File: config.mk
export PLATFORM = sky130hd
export DESIGN_NAME = microwire_eeprom_word_reader_top_flat
export DESIGN_NICKNAME = d
export VERILOG_FILES = /design/src/rtl/mwr_pkg.sv /design/src/rtl/mwr_if.sv /design/src/rtl/mwr_core.sv /design/src/rtl/microwire_eeprom_word_reader_top.sv /design/src/flat_wrapper.sv
export SDC_FILE = /design/constraint.sdc
export NUM_CORES = 1
export LEC_CHECK = 0
export BUFFER_PORTS_ARGS = -buffer_cell sky130_fd_sc_hd__buf_4
export CORE_ASPECT_RATIO = 0.5
export CORE_MARGIN = 2
export CORE_UTILIZATION = 35
export DETAILED_ROUTE_END_ITERATION = 7
export GPL_ROUTABILITY_DRIVEN = 0
export GPL_TIMING_DRIVEN = 0
export PLACE_DENSITY = 0.51
export SETUP_SLACK_MARGIN = 0.2
export SLEW_MARGIN = 10
export SYNTH_ARGS = -nofsm -noshare
export SYNTH_HDL_FRONTEND = slang
export SYNTH_SLANG_ARGS = --single-unit
File: constraint.sdc
create_clock -name clock -period 3.3 [get_ports clock]
set_input_delay 0.66 -clock clock [delete_from_list [all_inputs] [get_ports clock]]
set_output_delay 0.66 -clock clock [all_outputs]
set_load 0.05 [all_outputs]
File: src/rtl/mwr_pkg.sv
// shared types and constants for the microwire eeprom word reader
`timescale 1ns / 1ps

package mwr_pkg;

   // default sequence geometry
   localparam int MWR_ADDR_BITS = 7;
   localparam int MWR_DATA_BITS = 16;

   // fixed payload field widths
   localparam int WORD_ADDR_W = 7;
   localparam int READ_WORD_W = 16;

   // read opcode sent ahead of the address: start bit and 10
   localparam logic [2:0] READ_OPCODE = 3'b110;

   // request kinds
   typedef enum logic {
      KIND_START = 1'b0,
      KIND_TICK  = 1'b1
   } kind_type;

   // request payload
   typedef struct packed {
      kind_type               kind;
      logic [WORD_ADDR_W-1:0] word_address;
      logic                   serial_in;
   } req_payload_type;

   // result payload
   typedef struct packed {
      logic                   chip_select;
      logic                   serial_clock;
      logic                   serial_out;
      logic                   busy_res;
      logic                   word_valid;
      logic [READ_WORD_W-1:0] read_word;
   } rsp_payload_type;

endpackage

File: src/rtl/mwr_if.sv
// valid/ready channel interfaces for request and result traffic
`timescale 1ns / 1ps

interface mwr_req_if
   import mwr_pkg::*;
();
   logic            valid;
   logic            ready;
   req_payload_type payload;

   modport source (output valid, output payload, input ready);
   modport sink   (input valid, input payload, output ready);
endinterface

interface mwr_rsp_if
   import mwr_pkg::*;
();
   logic            valid;
   logic            ready;
   rsp_payload_type payload;

   modport source (output valid, output payload, input ready);
   modport sink   (input valid, input payload, output ready);
endinterface

File: src/rtl/mwr_core.sv
// sequence state and per-request step logic of the word reader
`timescale 1ns / 1ps

module mwr_core
   import mwr_pkg::*;
#(
   parameter int ADDR_BITS = MWR_ADDR_BITS,
   parameter int DATA_BITS = MWR_DATA_BITS
) (
   input  logic            clock,
   input  logic            reset,
   input  logic            step_en,
   input  req_payload_type item,
   output rsp_payload_type result
);

   localparam int CMD_BITS   = ADDR_BITS + 3;
   localparam int TOTAL_BITS = CMD_BITS + 1 + DATA_BITS;
   localparam int BP_W       = $clog2(TOTAL_BITS + 1);
   localparam logic [BP_W-1:0] FIRST_SAMPLE = BP_W'(CMD_BITS + 2);
   localparam logic [BP_W-1:0] LAST_PERIOD  = BP_W'(TOTAL_BITS);

   logic [BP_W-1:0]      bit_period_ff, bit_period_in;
   logic                 high_half_ff, high_half_in;
   logic                 in_progress_ff, in_progress_in;
   logic [CMD_BITS-1:0]  cmd_shift_ff, cmd_shift_in;
   logic [DATA_BITS-1:0] data_shift_ff, data_shift_in;

   logic [ADDR_BITS+WORD_ADDR_W-1:0] addr_wide;
   logic [ADDR_BITS-1:0]             addr;
   logic [DATA_BITS+READ_WORD_W-1:0] word_wide;

   // address masked or zero extended to the configured width
   assign addr_wide = {{ADDR_BITS{1'b0}}, item.word_address};
   assign addr      = addr_wide[ADDR_BITS-1:0];

   // next state and result for the request in hand
   always_comb begin
      bit_period_in  = bit_period_ff;
      high_half_in   = high_half_ff;
      in_progress_in = in_progress_ff;
      cmd_shift_in   = cmd_shift_ff;
      data_shift_in  = data_shift_ff;
      word_wide      = '0;
      result         = '0;

      case (item.kind)
         KIND_START: begin
            if (in_progress_ff) begin
               // start while busy: report held lines, nothing moves
               result.chip_select  = 1'b1;
               result.serial_clock = !high_half_ff && (bit_period_ff != '0);
               result.serial_out   = (bit_period_ff == '0 && !high_half_ff) ? 1'b0
                                     : cmd_shift_ff[CMD_BITS-1];
               result.busy_res     = 1'b1;
            end else begin
               in_progress_in      = 1'b1;
               bit_period_in       = '0;
               high_half_in        = 1'b0;
               cmd_shift_in        = {READ_OPCODE, addr};
               data_shift_in       = '0;
               result.chip_select  = 1'b1;
               result.busy_res     = 1'b1;
            end
         end
         KIND_TICK: begin
            if (!in_progress_ff) begin
               result = '0;
            end else if (high_half_ff) begin
               // clock high half of the current bit
               result.chip_select  = 1'b1;
               result.serial_clock = 1'b1;
               result.serial_out   = cmd_shift_ff[CMD_BITS-1];
               result.busy_res     = 1'b1;
               high_half_in        = 1'b0;
               bit_period_in       = bit_period_ff + BP_W'(1);
            end else begin
               // low half: sample the previous data bit first
               if (bit_period_ff >= FIRST_SAMPLE) begin
                  data_shift_in = {data_shift_ff[DATA_BITS-2:0], item.serial_in};
               end
               if (bit_period_ff >= LAST_PERIOD) begin
                  word_wide         = {{READ_WORD_W{1'b0}}, data_shift_in};
                  in_progress_in    = 1'b0;
                  bit_period_in     = '0;
                  high_half_in      = 1'b0;
                  cmd_shift_in      = '0;
                  result.word_valid = 1'b1;
                  result.read_word  = word_wide[READ_WORD_W-1:0];
               end else begin
                  if (bit_period_ff != '0) begin
                     cmd_shift_in = {cmd_shift_ff[CMD_BITS-2:0], 1'b0};
                  end
                  result.chip_select = 1'b1;
                  result.serial_out  = cmd_shift_in[CMD_BITS-1];
                  result.busy_res    = 1'b1;
                  high_half_in       = 1'b1;
               end
            end
         end
         default: begin
            result = '0;
         end
      endcase
   end

   // sequence state registers
   always_ff @(posedge clock) begin
      if (reset) begin
         bit_period_ff  <= '0;
         high_half_ff   <= 1'b0;
         in_progress_ff <= 1'b0;
         cmd_shift_ff   <= '0;
         data_shift_ff  <= '0;
      end else if (step_en) begin
         bit_period_ff  <= bit_period_in;
         high_half_ff   <= high_half_in;
         in_progress_ff <= in_progress_in;
         cmd_shift_ff   <= cmd_shift_in;
         data_shift_ff  <= data_shift_in;
      end
   end

endmodule

File: src/rtl/microwire_eeprom_word_reader_top.sv
// top level of the microwire eeprom word reader: request and result stages
//
//   channel   direction  payload
//   req_chan  in         kind, word_address, serial_in
//   rsp_chan  out        chip_select, serial_clock, serial_out, busy_res,
//                        word_valid, read_word
//
// one request per cycle sustained while results are taken; each request's result
// is offered after the input register, then the result register
// the combinational step logic between the two registers takes one request a cycle
// reset is synchronous and clears the sequence state and both stage valids
// a stalled result holds in its register while the input stage still fills;
// requests stop only when both stages are full
`timescale 1ns / 1ps

module microwire_eeprom_word_reader_top
   import mwr_pkg::*;
#(
   parameter int ADDR_BITS = MWR_ADDR_BITS,
   parameter int DATA_BITS = MWR_DATA_BITS
) (
   input logic        clock,
   input logic        reset,
   mwr_req_if.sink    req_chan,
   mwr_rsp_if.source  rsp_chan
);

   logic            in_vld_ff;
   req_payload_type in_data_ff;
   logic            out_vld_ff;
   rsp_payload_type out_data_ff;
   rsp_payload_type step_result;
   logic            advance;

   // stage handshakes
   assign advance        = in_vld_ff && (!out_vld_ff || rsp_chan.ready);
   assign req_chan.ready = !in_vld_ff || advance;
   assign rsp_chan.valid = out_vld_ff;
   assign rsp_chan.payload = out_data_ff;

   // input register
   always_ff @(posedge clock) begin
      if (reset) begin
         in_vld_ff <= 1'b0;
      end else if (req_chan.ready) begin
         in_vld_ff <= req_chan.valid;
      end
   end

   always_ff @(posedge clock) begin
      if (req_chan.valid && req_chan.ready) begin
         in_data_ff <= req_chan.payload;
      end
   end

   // step logic and sequence state
   mwr_core #(
      .ADDR_BITS (ADDR_BITS),
      .DATA_BITS (DATA_BITS)
   ) u_core (
      .clock   (clock),
      .reset   (reset),
      .step_en (advance),
      .item    (in_data_ff),
      .result  (step_result)
   );

   // result register
   always_ff @(posedge clock) begin
      if (reset) begin
         out_vld_ff <= 1'b0;
      end else if (advance) begin
         out_vld_ff <= 1'b1;
      end else if (rsp_chan.ready) begin
         out_vld_ff <= 1'b0;
      end
   end

   always_ff @(posedge clock) begin
      if (advance) begin
         out_data_ff <= step_result;
      end
   end

endmodule

File: src/flat_wrapper.sv
// flat-port wrapper written by rule: the top's interface ports become plain ports
module microwire_eeprom_word_reader_top_flat import mwr_pkg::*;
#(
   parameter int ADDR_BITS = MWR_ADDR_BITS,
   parameter int DATA_BITS = MWR_DATA_BITS
)
  (clock, reset, req_chan_valid, req_chan_payload, req_chan_ready, rsp_chan_valid, rsp_chan_payload, rsp_chan_ready);
  mwr_req_if req_chan_i ();
  mwr_rsp_if rsp_chan_i ();
  input logic clock;
  input logic reset;
  input wire logic [$bits(req_chan_i.valid)-1:0] req_chan_valid;
  input wire logic [$bits(req_chan_i.payload)-1:0] req_chan_payload;
  output wire logic [$bits(req_chan_i.ready)-1:0] req_chan_ready;
  output wire logic [$bits(rsp_chan_i.valid)-1:0] rsp_chan_valid;
  output wire logic [$bits(rsp_chan_i.payload)-1:0] rsp_chan_payload;
  input wire logic [$bits(rsp_chan_i.ready)-1:0] rsp_chan_ready;
  assign req_chan_i.valid = req_chan_valid;
  assign req_chan_i.payload = req_chan_payload;
  assign req_chan_ready = req_chan_i.ready;
  assign rsp_chan_valid = rsp_chan_i.valid;
  assign rsp_chan_payload = rsp_chan_i.payload;
  assign rsp_chan_i.ready = rsp_chan_ready;
  microwire_eeprom_word_reader_top #(.ADDR_BITS(ADDR_BITS), .DATA_BITS(DATA_BITS)) u_core (.clock(clock), .reset(reset), .req_chan(req_chan_i), .rsp_chan(rsp_chan_i));
endmodule
==> run summary <==
Synth Flop Type: dfxtp_1
DR DRC count: 0
status: completed
Inst Count DP: 388
f_max: 460.3 MHz
HPWL after DPL: 3.746 mm
post-synthesis compound-gate area fraction: 0.2008
CTS H-tree depth: 3
Setup TNS: 0 ns
WS Path Type: primary input to output pin
NetSw: 0.0004071 W
maxcap violations: 0
Syn Std Cell Area: 2723 sq um
initial antenna violation count: 0
met3 Usage GRT: 0.05663
number of flops mapped to enable cells by yosys: 29
Mean Syn Cell Area: 10.64 sq um
ratio of cells with drive above 1 in the final layout: 0.2273
clock sinks: 64
CP max FO: 7
clock skew: 0.006584 ns
drt wl/cell: 13.78 microns
worst-skew pair later-pin latency: 0.33 ns
Synth Area in XOR/XNOR: 0
P_leak: 1.227 nW
IO Port Bufs: 35
maximum buffer depth of the clock tree: 2
Comb power frac: 0.065
Chip Height: 66.37 microns
vias: 2048
final hold vios: 0
remaining global-route overflow: 0
CTS root buffer: clkbuf_16
PostCTS Resize Cnt: 0
largest net degree at the start of global routing: 17
Hold Worst Slack: 0.4724 ns
M1 GR Usage: 0.1784
Initial Utilization: 0.3663
cell internal pwr: 0.001496 W
GRT Max-Usage Layer: met2
Req. time, crit path: 2.64 ns
vias per cell: 5.069
Yosys reg bits: 64
Clk pin slew, worst setup/hold paths: 0.05 ns
simple-gate share of the synthesized area: 0.1535
RSZ-0062 raised after global routing: no
Reg power frac: 0.452
post-synthesis mux area share: 0.004136
Nets: 320
Yosys cell types: 41
die width: 128.7 microns
fin util: 0.4596
startpoint types: primary input
Post-CTS Setup Bufs: 0
adder-cell share of the synthesized area: 0.01838
Worst VDD drop: 0.2490 mV
ys async rst share: 0
total power: 0.001903 W
vias in the first global route: 1950
largest family of logic cells by synthesized area: compound AO/OA/AOI/OAI gates
Yosys warning count: 0
net switching fraction of the power: 0.2139
Tightest Pin Transition: 0.5915 ns
Slew Viols, Final: 0
CTS tree: yes
Worst slew margin: 0.6056
Finished Layout Cells: 404
IO Pins: 36
HP Class: flip-flop to flip-flop
Mapped Nets: 273
FILL cells: 692
area grow syn2layout: 25.46%
number of hold buffers added after CTS: 0
Cells after Synth: 256
Routed Antenna Nets: 0
P per Cell Area: 557.2 nW/um^2
setup violators final: 0
Arrival @ worst endpoint: 1.51 ns
CTS Buf Count: 9
Setup crit end kind: output pin
num rows: 22
core area: 7432 sq um
Tot GR Track Use: 0.1479
final period utilization: 0.6584
drt initial violations: 148
post-synthesis sequential area ratio: 0.5772
n_diodes: 0
first-pass GRT wire length: 9.349 mm
die area: 8543 sq um
Clock Power Share: 0.483
crit path time final: 2.173 ns
Post-Route WL: 5.566 mm
iteration count of the initial detailed-routing pass: 5
met2 GRT Util: 0.2302
==> per-layer routing <==
layer | part of all wire | vias up
met5 | 0 | -
met1 | 0.48 | 969
met3 | 0.039 | 10
li1 | - | 1034
met2 | 0.47 | 35
met4 | 0.020 | 0
==> per-stage QoR <==
step / worst slack [ns] / instance area [sq um]
2_1_floorplan: 1.146 / 2723
3_5_place_dp: 0.9697 / 3123
4_1_cts: 1.130 / 3416
6_report: 1.127 / 3416
5_1_grt: 0.9786 / 3416
3_3_place_gp: 0.5947 / 3105
==> cell usage after synthesis, types with 3 or more instances <==
master    count  area (sq um)
a311oi_1      8         70.07
o21ai_0       5         25.02
nor3_1        5         25.02
a21oi_1      31         155.2
a22o_1       16         140.1
buf_2         4         20.02
nand2b_1      3         18.77
edfxtp_1     29         870.8
buf_6         3         33.78
dfxtp_1      35         700.7
nand3_1       5         25.02
a31oi_1       3         18.77
buf_4         3         22.52
nor2_1        9         33.78
inv_1         5         18.77
clkbuf_1      7         26.28
nand2_1      53         198.9
ha_1          4         50.05
==> power groups by stage <==
stage / Sequential (W) / Clock (W) / Combinational, W
3_5_place_dp: 0.000877 / 0 / 0.000125
6_report: 0.000861 / 0.000918 / 0.000124
5_1_grt: 0.000862 / 0.000984 / 0.000134
2_1_floorplan: 0.000901 / 0 / 0.0000560
4_1_cts: 0.000860 / 0.000945 / 0.000125
3_3_place_gp: 0.000877 / 0 / 0.000121
==> final timing paths <==
kind              cells after the start                             to  slack [ns]                      startpoint
hold reg to reg                       2  u_core.u_core.cmd_shift_ff[7]        0.47   u_core.u_core.cmd_shift_ff[6]
setup / recovery                      5                 req_chan_ready        1.13                  rsp_chan_ready
setup reg to reg                      7    u_core.rsp_chan.payload[14]        1.17  u_core.u_core.bit_period_ff[0]
hold / removal                        2  u_core.u_core.cmd_shift_ff[7]        0.47   u_core.u_core.cmd_shift_ff[6]
==> final cells by class <==
cell class | count | area, sq um | share of cell area
clock buffer | 13 | 250.2 | 0.07326
inverter | 6 | 22.52 | 0.006593
timing repair buffer | 36 | 277.8 | 0.08132
sequential | 64 | 1572 | 0.4601
tap | 96 | 120.1 | 0.03516
clock inverter | 3 | 42.54 | 0.01245
multi-input combinational | 169 | 1028 | 0.3011
buffer | 17 | 102.6 | 0.03004
==> critical path, cell delays in order <==
cell	delay, ns
buf_4	0.11
nor2b_1	0.11
clkbuf_1	0.31
nand2_1	0.12
buf_4	0.20
==> cells in the final DEF, fill, tap and decap left out, types with 2 or more instances in the layout <==
cell type,count
nor4b_4,2
a311oi_1,8
nor2_1,8
clkbuf_1,10
nor2b_1,2
o21ai_0,5
ha_1,4
buf_4,38
clkbuf_16,9
buf_2,4
nand2b_1,3
nand3_1,5
edfxtp_1,29
o22ai_1,2
nand4_1,2
nand2_1,53
inv_1,5
nor3_1,5
a31oi_1,3
and2_1,2
a21oi_1,31
dfxtp_1,35
a22o_1,16
buf_6,3
==> flip-flops by register name, summed over array words and instances (netlist names) <==
name / count
u_core.in_data_ff: 9
u_core.in_vld_ff: 1
u_core.rsp_chan.payload: 20
u_core.rsp_chan.valid: 1
u_core.u_core.bit_period_ff: 5
u_core.u_core.cmd_shift_ff: 10
u_core.u_core.data_shift_ff: 16
u_core.u_core.high_half_ff: 1
u_core.u_core.in_progress_ff: 1
==> logic make-up (layout without fill, tap and decap cells) <==
family	count (synthesis)	after routing
AO/OA/AOI/OAI	77	77
AND/OR/NAND/NOR	87	87
adder cells (fa/ha/maj)	4	4
multiplexers	1	1
buffers and inverters	23	75
flip-flops	64	64
(Power assumes the default switching activity.)
